==> src/session_slot_table_top_defines.svh <==
// Assertion macros shared by the session slot table RTL.
// Assertions compile away when SYNTHESIS is defined.
`ifndef SESSION_SLOT_TABLE_TOP_DEFINES_SVH
`define SESSION_SLOT_TABLE_TOP_DEFINES_SVH

`ifndef SYNTHESIS
// Clocked assertion, disabled while reset is asserted.
`define SST_ASSERT(lbl, prop, msg) \
    lbl: assert property (@(posedge clk) disable iff (!rst_n) prop) else $error(msg);
// Clocked assertion that also holds during reset.
`define SST_ASSERT_ALWAYS(lbl, prop, msg) \
    lbl: assert property (@(posedge clk) prop) else $error(msg);
`else
`define SST_ASSERT(lbl, prop, msg)
`define SST_ASSERT_ALWAYS(lbl, prop, msg)
`endif

`endif

==> src/sst_pkg.sv <==
// Package for the session slot table: widths, status codes, register map.
// Used by the channel interfaces and by the top level.
`default_nettype none

package sst_pkg;

    // Field widths.
    localparam int ID_W     = 32;
    localparam int MAX_W    = 7;
    localparam int STATUS_W = 3;

    // Default slot count of the table.
    localparam int SLOTS_DEFAULT = 64;

    // Configuration port.
    localparam int PADDR_W = 3;
    localparam int PDATA_W = 32;
    localparam logic REG_SLOT_LIMIT = 1'b0;
    localparam logic REG_ENABLE     = 1'b1;
    localparam logic [MAX_W-1:0] SLOT_LIMIT_RESET = 7'd64;

    // Operation codes.
    localparam logic OP_OPEN  = 1'b0;
    localparam logic OP_CLOSE = 1'b1;

    // Status codes.
    localparam logic [STATUS_W-1:0] ST_OK          = 3'd0;
    localparam logic [STATUS_W-1:0] ST_NOT_RUNNING = 3'd1;
    localparam logic [STATUS_W-1:0] ST_FULL        = 3'd2;
    localparam logic [STATUS_W-1:0] ST_ZERO_ID     = 3'd3;
    localparam logic [STATUS_W-1:0] ST_NOT_FOUND   = 3'd4;

endpackage

`default_nettype wire

==> src/sst_if.sv <==
// Valid/ready channel interfaces for the session slot table requests and results.
// Depends on sst_pkg for the field widths.
`default_nettype none

interface sst_req_if;
    import sst_pkg::*;

    logic            valid;
    logic            ready;
    logic            opcode;
    logic [ID_W-1:0] close_id;

    modport source (output valid, output opcode, output close_id, input ready);
    modport sink (input valid, input opcode, input close_id, output ready);
endinterface

interface sst_rsp_if;
    import sst_pkg::*;

    logic                valid;
    logic                ready;
    logic [STATUS_W-1:0] status;
    logic [ID_W-1:0]     new_id;
    logic [MAX_W-1:0]    active_count;
    logic                error_seen;

    modport source (output valid, output status, output new_id, output active_count,
                    output error_seen, input ready);
    modport sink (input valid, input status, input new_id, input active_count,
                  input error_seen, output ready);
endinterface

`default_nettype wire

==> src/session_slot_table_top.sv <==
// Session slot table: one request at a time; the slot walk reads a memory entry per cycle.
// Handling: a request rejected without a walk passes through the result state into the
// output register; an open or close that walks reads up to min(slot limit, SLOTS) slots (one
// slot read per cycle), and the result waits while the previous result still waits for rsp.ready.
// Throughput: the next request is taken the cycle after the result is loaded.
// Reset: asynchronous; afterwards a clearing pass over the min(SLOTS, 128) slots empties the
// slot memory, during which no request is taken (configuration writes are accepted).
`default_nettype none
`include "session_slot_table_top_defines.svh"

module session_slot_table_top #(
    parameter int SLOTS = sst_pkg::SLOTS_DEFAULT
) (
    input  wire logic                        clk,
    input  wire logic                        rst_n,
    sst_req_if.sink                          req,
    sst_rsp_if.source                        rsp,
    input  wire logic                        psel,
    input  wire logic                        penable,
    input  wire logic                        pwrite,
    input  wire logic [sst_pkg::PADDR_W-1:0] paddr,
    input  wire logic [sst_pkg::PDATA_W-1:0] pwdata,
    output logic      [sst_pkg::PDATA_W-1:0] prdata,
    output logic                             pready
);
    import sst_pkg::*;

    // Only the first 2^MAX_W - 1 slots can ever be addressed by the slot limit.
    localparam int MAX_SLOTS = 2 ** MAX_W;
    localparam int USED  = (SLOTS < MAX_SLOTS) ? SLOTS : MAX_SLOTS;
    localparam int IDX_W = (USED > 1) ? $clog2(USED) : 1;
    localparam int CNT_W = $clog2(USED + 1);
    localparam int CMP_W = (CNT_W > MAX_W) ? CNT_W : MAX_W;

    // Controller states.
    localparam logic [1:0] S_CLEAR = 2'd0;
    localparam logic [1:0] S_IDLE  = 2'd1;
    localparam logic [1:0] S_SCAN  = 2'd2;
    localparam logic [1:0] S_DONE  = 2'd3;

    logic [1:0]          state_reg, state_next;
    logic [IDX_W-1:0]    clr_idx_reg, clr_idx_next;
    logic                op_reg, op_next;
    logic [ID_W-1:0]     id_reg, id_next;
    logic [CNT_W-1:0]    scan_idx_reg, scan_idx_next;
    logic                chk_vld_reg, chk_vld_next;
    logic [IDX_W-1:0]    chk_idx_reg, chk_idx_next;
    logic [ID_W:0]       rd_data_reg;
    logic [STATUS_W-1:0] res_status_reg, res_status_next;
    logic [ID_W-1:0]     res_new_id_reg, res_new_id_next;
    logic [ID_W-1:0]     next_id_reg, next_id_next;
    logic [MAX_W-1:0]    active_total_reg, active_total_next;
    logic                error_reg, error_next;
    logic [MAX_W-1:0]    slot_limit_reg;
    logic                enable_reg;
    logic                out_valid_reg, out_valid_next;
    logic [STATUS_W-1:0] out_status_reg, out_status_next;
    logic [ID_W-1:0]     out_new_id_reg, out_new_id_next;
    logic [MAX_W-1:0]    out_count_reg, out_count_next;
    logic                out_error_reg, out_error_next;

    // Slot memory: bit ID_W is the active mark, the rest the identifier.
    logic [ID_W:0]       slot_mem [USED];
    logic                mem_we;
    logic [IDX_W-1:0]    mem_waddr;
    logic [ID_W:0]       mem_wdata;
    logic                mem_re;
    logic [IDX_W-1:0]    mem_raddr;

    logic [CMP_W-1:0]    lim_wide;
    logic [CNT_W-1:0]    lim;
    logic                req_xfer;
    logic                hit;
    logic                last;
    logic                cfg_wr;

    // Number of slots in use, clamped to the table size.
    always_comb
    begin
        lim_wide = (CMP_W'(slot_limit_reg) > CMP_W'(USED)) ? CMP_W'(USED)
                                                             : CMP_W'(slot_limit_reg);
        lim = lim_wide[CNT_W-1:0];
    end

    assign req_xfer = req.valid && req.ready;
    assign req.ready = (state_reg == S_IDLE);

    // Check of the entry read in the previous cycle.
    always_comb
    begin
        if (op_reg == OP_OPEN)
        begin
            hit = chk_vld_reg && !rd_data_reg[ID_W];
        end
        else
        begin
            hit = chk_vld_reg && rd_data_reg[ID_W] && (rd_data_reg[ID_W-1:0] == id_reg);
        end
        last = chk_vld_reg && ((CNT_W'(chk_idx_reg) + CNT_W'(1)) == lim);
    end

    // Controller: clearing pass, request decode, slot walk and result hand-off.
    always_comb
    begin
        state_next        = state_reg;
        clr_idx_next      = clr_idx_reg;
        op_next           = op_reg;
        id_next           = id_reg;
        scan_idx_next     = scan_idx_reg;
        chk_vld_next      = 1'b0;
        chk_idx_next      = chk_idx_reg;
        res_status_next   = res_status_reg;
        res_new_id_next   = res_new_id_reg;
        next_id_next      = next_id_reg;
        active_total_next = active_total_reg;
        error_next        = error_reg;
        out_valid_next    = out_valid_reg && !rsp.ready;
        out_status_next   = out_status_reg;
        out_new_id_next   = out_new_id_reg;
        out_count_next    = out_count_reg;
        out_error_next    = out_error_reg;
        mem_we            = 1'b0;
        mem_waddr         = clr_idx_reg;
        mem_wdata         = '0;
        mem_re            = 1'b0;
        mem_raddr         = scan_idx_reg[IDX_W-1:0];

        case (state_reg)
            S_CLEAR:
            begin
                mem_we    = 1'b1;
                mem_waddr = clr_idx_reg;
                mem_wdata = '0;
                if (CNT_W'(clr_idx_reg) == CNT_W'(USED - 1))
                begin
                    state_next = S_IDLE;
                end
                else
                begin
                    clr_idx_next = clr_idx_reg + IDX_W'(1);
                end
            end

            S_IDLE:
            begin
                if (req_xfer)
                begin
                    op_next         = req.opcode;
                    id_next         = req.close_id;
                    scan_idx_next   = '0;
                    res_new_id_next = '0;
                    state_next      = S_DONE;
                    error_next      = 1'b1;
                    if (!enable_reg)
                    begin
                        res_status_next = ST_NOT_RUNNING;
                    end
                    else if (req.opcode == OP_OPEN)
                    begin
                        if (CMP_W'(active_total_reg) >= CMP_W'(lim))
                        begin
                            res_status_next = ST_FULL;
                        end
                        else
                        begin
                            state_next = S_SCAN;
                            error_next = error_reg;
                        end
                    end
                    else if (req.close_id == '0)
                    begin
                        res_status_next = ST_ZERO_ID;
                    end
                    else if (lim == '0)
                    begin
                        res_status_next = ST_NOT_FOUND;
                    end
                    else
                    begin
                        state_next = S_SCAN;
                        error_next = error_reg;
                    end
                end
            end

            S_SCAN:
            begin
                if (hit)
                begin
                    // Update the matching slot and the counters.
                    mem_we          = 1'b1;
                    mem_waddr       = chk_idx_reg;
                    res_status_next = ST_OK;
                    state_next      = S_DONE;
                    if (op_reg == OP_OPEN)
                    begin
                        mem_wdata         = {1'b1, next_id_reg};
                        res_new_id_next   = next_id_reg;
                        next_id_next      = next_id_reg + ID_W'(1);
                        active_total_next = active_total_reg + MAX_W'(1);
                    end
                    else
                    begin
                        mem_wdata = {1'b0, id_reg};
                        if (active_total_reg != '0)
                        begin
                            active_total_next = active_total_reg - MAX_W'(1);
                        end
                    end
                end
                else if (last)
                begin
                    res_status_next = (op_reg == OP_OPEN) ? ST_FULL : ST_NOT_FOUND;
                    error_next      = 1'b1;
                    state_next      = S_DONE;
                end
                else if (scan_idx_reg < lim)
                begin
                    // Read the next slot; it is checked in the following cycle.
                    mem_re        = 1'b1;
                    chk_vld_next  = 1'b1;
                    chk_idx_next  = scan_idx_reg[IDX_W-1:0];
                    scan_idx_next = scan_idx_reg + CNT_W'(1);
                end
            end

            S_DONE:
            begin
                if (!out_valid_reg || rsp.ready)
                begin
                    out_valid_next  = 1'b1;
                    out_status_next = res_status_reg;
                    out_new_id_next = res_new_id_reg;
                    out_count_next  = active_total_reg;
                    out_error_next  = error_reg;
                    state_next      = S_IDLE;
                end
            end

            default:
            begin
                state_next = S_IDLE;
            end
        endcase
    end

    // Control registers.
    always_ff @(posedge clk or negedge rst_n)
    begin
        if (!rst_n)
        begin
            state_reg        <= S_CLEAR;
            clr_idx_reg      <= '0;
            chk_vld_reg      <= 1'b0;
            next_id_reg      <= ID_W'(1);
            active_total_reg <= '0;
            error_reg        <= 1'b0;
            out_valid_reg    <= 1'b0;
        end
        else
        begin
            state_reg        <= state_next;
            clr_idx_reg      <= clr_idx_next;
            chk_vld_reg      <= chk_vld_next;
            next_id_reg      <= next_id_next;
            active_total_reg <= active_total_next;
            error_reg        <= error_next;
            out_valid_reg    <= out_valid_next;
        end
    end

    // Payload registers.
    always_ff @(posedge clk)
    begin
        op_reg         <= op_next;
        id_reg         <= id_next;
        scan_idx_reg   <= scan_idx_next;
        chk_idx_reg    <= chk_idx_next;
        res_status_reg <= res_status_next;
        res_new_id_reg <= res_new_id_next;
        out_status_reg <= out_status_next;
        out_new_id_reg <= out_new_id_next;
        out_count_reg  <= out_count_next;
        out_error_reg  <= out_error_next;
    end

    // Slot memory with one write port and one registered read port.
    always_ff @(posedge clk)
    begin
        if (mem_we)
        begin
            slot_mem[mem_waddr] <= mem_wdata;
        end
        if (mem_re)
        begin
            rd_data_reg <= slot_mem[mem_raddr];
        end
    end

    // Configuration registers; a write lands at the access cycle.
    assign cfg_wr = psel && penable && pwrite;
    assign pready = 1'b1;

    always_ff @(posedge clk or negedge rst_n)
    begin
        if (!rst_n)
        begin
            slot_limit_reg <= SLOT_LIMIT_RESET;
            enable_reg     <= 1'b0;
        end
        else if (cfg_wr)
        begin
            if (paddr[2] == REG_SLOT_LIMIT)
            begin
                slot_limit_reg <= pwdata[MAX_W-1:0];
            end
            else
            begin
                enable_reg <= pwdata[0];
            end
        end
    end

    // Register read-back; the low address bits are ignored.
    always_comb
    begin
        if (paddr[2] == REG_SLOT_LIMIT)
        begin
            prdata = PDATA_W'(slot_limit_reg);
        end
        else
        begin
            prdata = PDATA_W'(enable_reg);
        end
    end

    // Result channel.
    assign rsp.valid        = out_valid_reg;
    assign rsp.status       = out_status_reg;
    assign rsp.new_id       = out_new_id_reg;
    assign rsp.active_count = out_count_reg;
    assign rsp.error_seen   = out_error_reg;

    // A request transfer always leaves the idle state.
    `SST_ASSERT(a_xfer_leaves_idle, req_xfer |=> (state_reg != S_IDLE), "request stayed idle")
    // The slot memory is written only by the clearing pass or by a walk that hit.
    `SST_ASSERT(a_write_source, mem_we |-> ((state_reg == S_CLEAR) || hit), "stray slot write")
    // A new result appears only after the result state.
    `SST_ASSERT(a_result_from_done, $rose(out_valid_reg) |-> ($past(state_reg) == S_DONE),
        "result without completion")
    // The identifier counter advances only on an open that hit.
    `SST_ASSERT(a_next_id_step, !$stable(next_id_reg) |->
        (($past(hit) && ($past(op_reg) == OP_OPEN))), "identifier counter moved")
    // The active count never exceeds the addressable slots.
    `SST_ASSERT_ALWAYS(a_count_bound, CMP_W'(active_total_reg) <= CMP_W'(USED),
        "active count out of range")

endmodule

`default_nettype wire
==> src/flat_wrapper.sv <==
// flat-port wrapper written by rule: the top's interface ports become plain ports
module session_slot_table_top_flat import sst_pkg::*;
#(
    parameter int SLOTS = sst_pkg::SLOTS_DEFAULT
)
  (clk, rst_n, psel, penable, pwrite, paddr, pwdata, prdata, pready, req_valid, req_opcode, req_close_id, req_ready, rsp_valid, rsp_status, rsp_new_id, rsp_active_count, rsp_error_seen, rsp_ready);
  sst_req_if req_i ();
  sst_rsp_if rsp_i ();
  input  wire logic clk;
  input  wire logic rst_n;
  input  wire logic psel;
  input  wire logic penable;
  input  wire logic pwrite;
  input  wire logic [sst_pkg::PADDR_W-1:0] paddr;
  input  wire logic [sst_pkg::PDATA_W-1:0] pwdata;
  output logic      [sst_pkg::PDATA_W-1:0] prdata;
  output logic pready;
  input wire logic [$bits(req_i.valid)-1:0] req_valid;
  input wire logic [$bits(req_i.opcode)-1:0] req_opcode;
  input wire logic [$bits(req_i.close_id)-1:0] req_close_id;
  output wire logic [$bits(req_i.ready)-1:0] req_ready;
  output wire logic [$bits(rsp_i.valid)-1:0] rsp_valid;
  output wire logic [$bits(rsp_i.status)-1:0] rsp_status;
  output wire logic [$bits(rsp_i.new_id)-1:0] rsp_new_id;
  output wire logic [$bits(rsp_i.active_count)-1:0] rsp_active_count;
  output wire logic [$bits(rsp_i.error_seen)-1:0] rsp_error_seen;
  input wire logic [$bits(rsp_i.ready)-1:0] rsp_ready;
  assign req_i.valid = req_valid;
  assign req_i.opcode = req_opcode;
  assign req_i.close_id = req_close_id;
  assign req_ready = req_i.ready;
  assign rsp_valid = rsp_i.valid;
  assign rsp_status = rsp_i.status;
  assign rsp_new_id = rsp_i.new_id;
  assign rsp_active_count = rsp_i.active_count;
  assign rsp_error_seen = rsp_i.error_seen;
  assign rsp_i.ready = rsp_ready;
  session_slot_table_top #(.SLOTS(SLOTS)) u_core (.clk(clk), .rst_n(rst_n), .req(req_i), .rsp(rsp_i), .psel(psel), .penable(penable), .pwrite(pwrite), .paddr(paddr), .pwdata(pwdata), .prdata(prdata), .pready(pready));
endmodule
==> config.mk <==
export PLATFORM = sky130hd
export DESIGN_NAME = session_slot_table_top_flat
export DESIGN_NICKNAME = d
export VERILOG_FILES = /design/src/sst_pkg.sv /design/src/sst_if.sv /design/src/session_slot_table_top.sv /design/src/flat_wrapper.sv
export VERILOG_INCLUDE_DIRS = /design/src /design/src/src
export SDC_FILE = /design/constraint.sdc
export NUM_CORES = 2
export LEC_CHECK = 0
export ABC_AREA = 1
export BUFFER_PORTS_ARGS = -buffer_cell sky130_fd_sc_hd__buf_2
export CORE_MARGIN = 2
export CORE_UTILIZATION = 55
export DETAILED_ROUTE_END_ITERATION = 8
export PLACE_DENSITY = 0.81
export SETUP_SLACK_MARGIN = 0.3
export SYNTH_ARGS = -nofsm -noshare
export SYNTH_HDL_FRONTEND = slang
export SYNTH_SLANG_ARGS = --single-unit
==> constraint.sdc <==
create_clock -name clk -period 11.1 [get_ports clk]
set_input_delay 0 -clock clk [delete_from_list [all_inputs] [get_ports clk]]
set_output_delay 0 -clock clk [all_outputs]
set_load 0.02 [all_outputs]
==> impl.org <==
** Clock network
- The clock drives 2,327 sinks.
- The H-tree generated during clock tree synthesis spans 4 levels.
- The tree is rooted in a sky130_fd_sc_hd__clkbuf_16.
- Source-to-sink clock delay at the later pin of the worst-skew pair :: 880 ps
- TritonCTS clock tree :: done
- Clock-pin slew was measured on the worst setup and hold paths at 60 ps.
- Count of buffers added by post-CTS timing repair for setup :: 0
- In this run, CTS created clock tree buffers numbering 211.
- Max Buffers Root-to-Sink :: 3

** Critical path
- Max incr delay on CP :: 810 ps
- Worst Path Arrival :: 6070 ps
- The worst setup path is captured at a flip-flop.
- Data on the critical path is required at its endpoint by 11,680 ps.
- Biggest fanout along the worst timing path :: 208
- Type of origin of the critical path :: flip-flop
- Most numerous cell on the critical path :: sky130_fd_sc_hd__buf_4
- The setup path with the least slack is of type flip-flop to flip-flop.
- Library cell contributing the largest single delay on the critical path :: sky130_fd_sc_hd__buf_4
- Chain of cells forming the critical path :: buf_12, buf_4, buf_4, buf_4, o21ai_0, o22ai_1, nand2_1, nand4_1, nand2_1, a21oi_1

** Pwr
- For this design the ratio of total power to cell area is 253 nW/um^2.
- Maximum resistive drop on vdd :: 214 uV
- Total power for the finished layout comes to 26.1 mW.
- For this design the static power due to leakage is 33.6 nW.

** Die
- For this configuration, the core starts out at a cell density of 55.3%.
- In this run the vertical extent of the chip is 413 um.
- In this run the count of I/O pins placed on the die edge is 153.
- Floorplan die width :: 413 um
- The total area inside the core boundary comes to 167,000 um^2.
- Core Rows :: 150
- Total Die Area :: 171,000 um^2

** Outcome
- Outcome :: complete, no violations

** Synthesis
- The average instance in the mapped netlist occupies 13.3 um^2.
- Distinct cell type count after synthesis :: 49
- Among all flip-flop cells after synthesis, the most frequent one is sky130_fd_sc_hd__edfxtp_1.
- Count of state elements after synthesis :: 2,327
- The cell count after synthesis came out at 6,938.
- Count of flip-flops with a built-in enable after synthesis :: 2,269
- Syn Std Cell Area :: 92,100 um^2
- Fraction of the yosys area taken by sequential cells :: 75.6%
- Commonest cells in the netlist :: sky130_fd_sc_hd__edfxtp_1, sky130_fd_sc_hd__nor2_1, sky130_fd_sc_hd__o21ai_0
- Number of synthesis warnings :: 0
- After synthesis, the cell types taking the most area are sky130_fd_sc_hd__edfxtp_1, sky130_fd_sc_hd__o21ai_0, sky130_fd_sc_hd__nor2_1.
- Of all flip-flops after synthesis, the portion carrying an async set or reset was 2.49%.
- The share of synthesized area in the top cell type comes to 74.0%.
- Most frequent cell after synthesis :: sky130_fd_sc_hd__edfxtp_1
- The synthesized design spends more area on one cell type than any other, namely sky130_fd_sc_hd__edfxtp_1.

** Route
- Starting DRT DRC Count :: 10,283
- For this run, design rule violations remaining after detail routing come to 0.
- For this block, the routed nets add up to 253 mm of wire.
- The routed layout has 61,658 vias.
- Dividing the detail-routed wire length by the instance count gives 26.9 um.
- Average via count per standard cell :: 6.55
- Antenna Violating Nets Remaining :: 0
- The pre-antenna-repair detailed-routing pass consisted of 9 iterations.

** Timing
- Period minus WS final :: 5490 ps
- Summed over all failing endpoints, the final setup total negative slack is 0 ps.
- Worst slew slack as a fraction of its limit :: 11.4%
- Count of endpoints failing hold in the final timing report :: 0
- Clock skew :: 42.9 ps
- Setup repair after global routing left no endpoint under its margin.
- Fin. max-slew vios :: 0
- Setup violations remaining at the end of the flow were counted as 0.
- Final worst-path cycle share :: 49.4%
- Transition time at the pin with the least slew margin :: 1330 ps
- Maximum frequency from static timing analysis :: 182 MHz
- Across all setup checks in the final design, the least slack found is 5610 ps.

** Global route
- Highest-utilization routing layer at the global route stage :: met2
- Across every metal layer, demand over resource in global routing totals 29.1%.
- The initial antenna violation count was 11.
- Entering global routing, the biggest net connects 225 pins.
- GR Util met2 :: 44.8%
- Grt met1 use :: 38.4%
- Met3 routing resource usage after global routing :: 7.37%
- Wire length of the first global-routing pass :: 368 mm
- Via count of the first global-routing pass :: 59,158
- Global routing finished with a remaining overflow of 0.

** Placement
- Post-Place Setup Slack :: 6000 ps
- During placement, the flow inserted port buffers numbering 99.
- Routability-driven placement finished with a final weighted congestion of 0.903.
- Hpwl dp :: 134 mm

** Worst hold path
- Hold Crit Class :: input port to flip-flop

** Final layout
- Fill cells in the final layout number 11,353.
- Area added between synthesis and finish :: 12.0%
- Total number of nets in the final design :: 7,138
- Flip-flop count of the largest register after layout :: 2,112
- Layout cell share with drive strength beyond 1 :: 9.44%

** Job
- Max-cap violations in this run came to 0.
[placed cells by master (no fill, tap or decap), drive strengths merged, types with 89 or more instances in the layout]
master,synthesis,layout
inv,154,163
clkbuf,354,268
o221ai,215,215
edfxtp,2269,2269
nand3,258,258
nor2,1236,1236
o21ai,1084,1084
buf,136,256
dlygate4sd3,0,97
o22ai,314,314
nand2,489,489
clkinv,2,89
[worst paths after layout]
path | startpoint | endpoint | slack (ps) | cells after the start
worst max-delay path | u_core.scan_idx_reg[0] | u_core.rd_data_reg[2] | 5610 | 10
max in group asynchronous | rst_n | u_core.clr_idx_reg[3] | 10130 | 4
min in group asynchronous | rst_n | u_core.next_id_reg[23] | 420 | 4
worst min-delay path | rsp_ready | u_core.rsp.valid | 80 | 5
worst min register to register | u_core.res_new_id_reg[25] | u_core.rsp.new_id[25] | 420 | 0
worst max register to register | u_core.scan_idx_reg[0] | u_core.rd_data_reg[2] | 5610 | 10
[logic make-up (layout without fill, tap and decap cells)]
family / count (synthesis) / in the layout / synth area share [%]
compound gates: 1790 / 1790 / 11.3
simple gates: 2084 / 2084 / 9.25
other cells: 2 / 32 / 0.00816
xor+xnor: 64 / 64 / 0.609
buf+inv: 646 / 890 / 2.89
flops: 2327 / 2327 / 75.6
fa+ha+maj: 25 / 25 / 0.348
[power breakdown]
part	switching [mW]	internal [mW]	total, mW
clock network	3.14	3.91	7.04
registers	0.194	10.3	10.5
logic	6.50	2.02	8.52
[through the flow]
step	cell area [um^2]	instances	hold slack (ps)	util, %
2_1_floorplan	92200	6962	-296	-
3_3_place_gp	95600	8932	217	57.3
3_5_place_dp	95600	8932	233	57.3
4_1_cts	103000	9410	15.6	61.9
5_1_grt	103000	9412	117	61.9
6_report	103000	9416	77.9	61.9
[critical path: cells and delay by family (launching register included)]
| kind | cells | cell delay, ps |
|---|---|---|
| AO/OA/AOI/OAI | 3 | 980 |
| buffers and inverters | 4 | 2940 |
| flip-flops | 1 | 510 |
| AND/OR/NAND/NOR | 3 | 570 |
[what timing repair did]
item                      4_1_cts  5_1_grt
resized for setup               0        0
hold endpoints to repair      191        0
hold buffers                   97        0
[cell type report]
| type | instances | area [um^2] | share of cell area, % |
|---|---|---|---|
| multi-input combinational | 3989 | 20800 | 20.2 |
| clock buffer | 268 | 5610 | 5.44 |
| timing repair buffer | 353 | 2720 | 2.64 |
| inverter | 156 | 616 | 0.597 |
| antenna | 6 | 15.0 | 0.0146 |
| clock inverter | 113 | 973 | 0.944 |
| sequential | 2327 | 69600 | 67.5 |
| tap | 2204 | 2760 | 2.67 |
[routing by layer]
layer  part of all wire, %  wire length [um]
met1                    34             86900
met3                    14             36000
met2                    46            116000
met5                 0.017                44
met4                   5.8             14600
No activity file was read; power rests on OpenSTA's default activity.
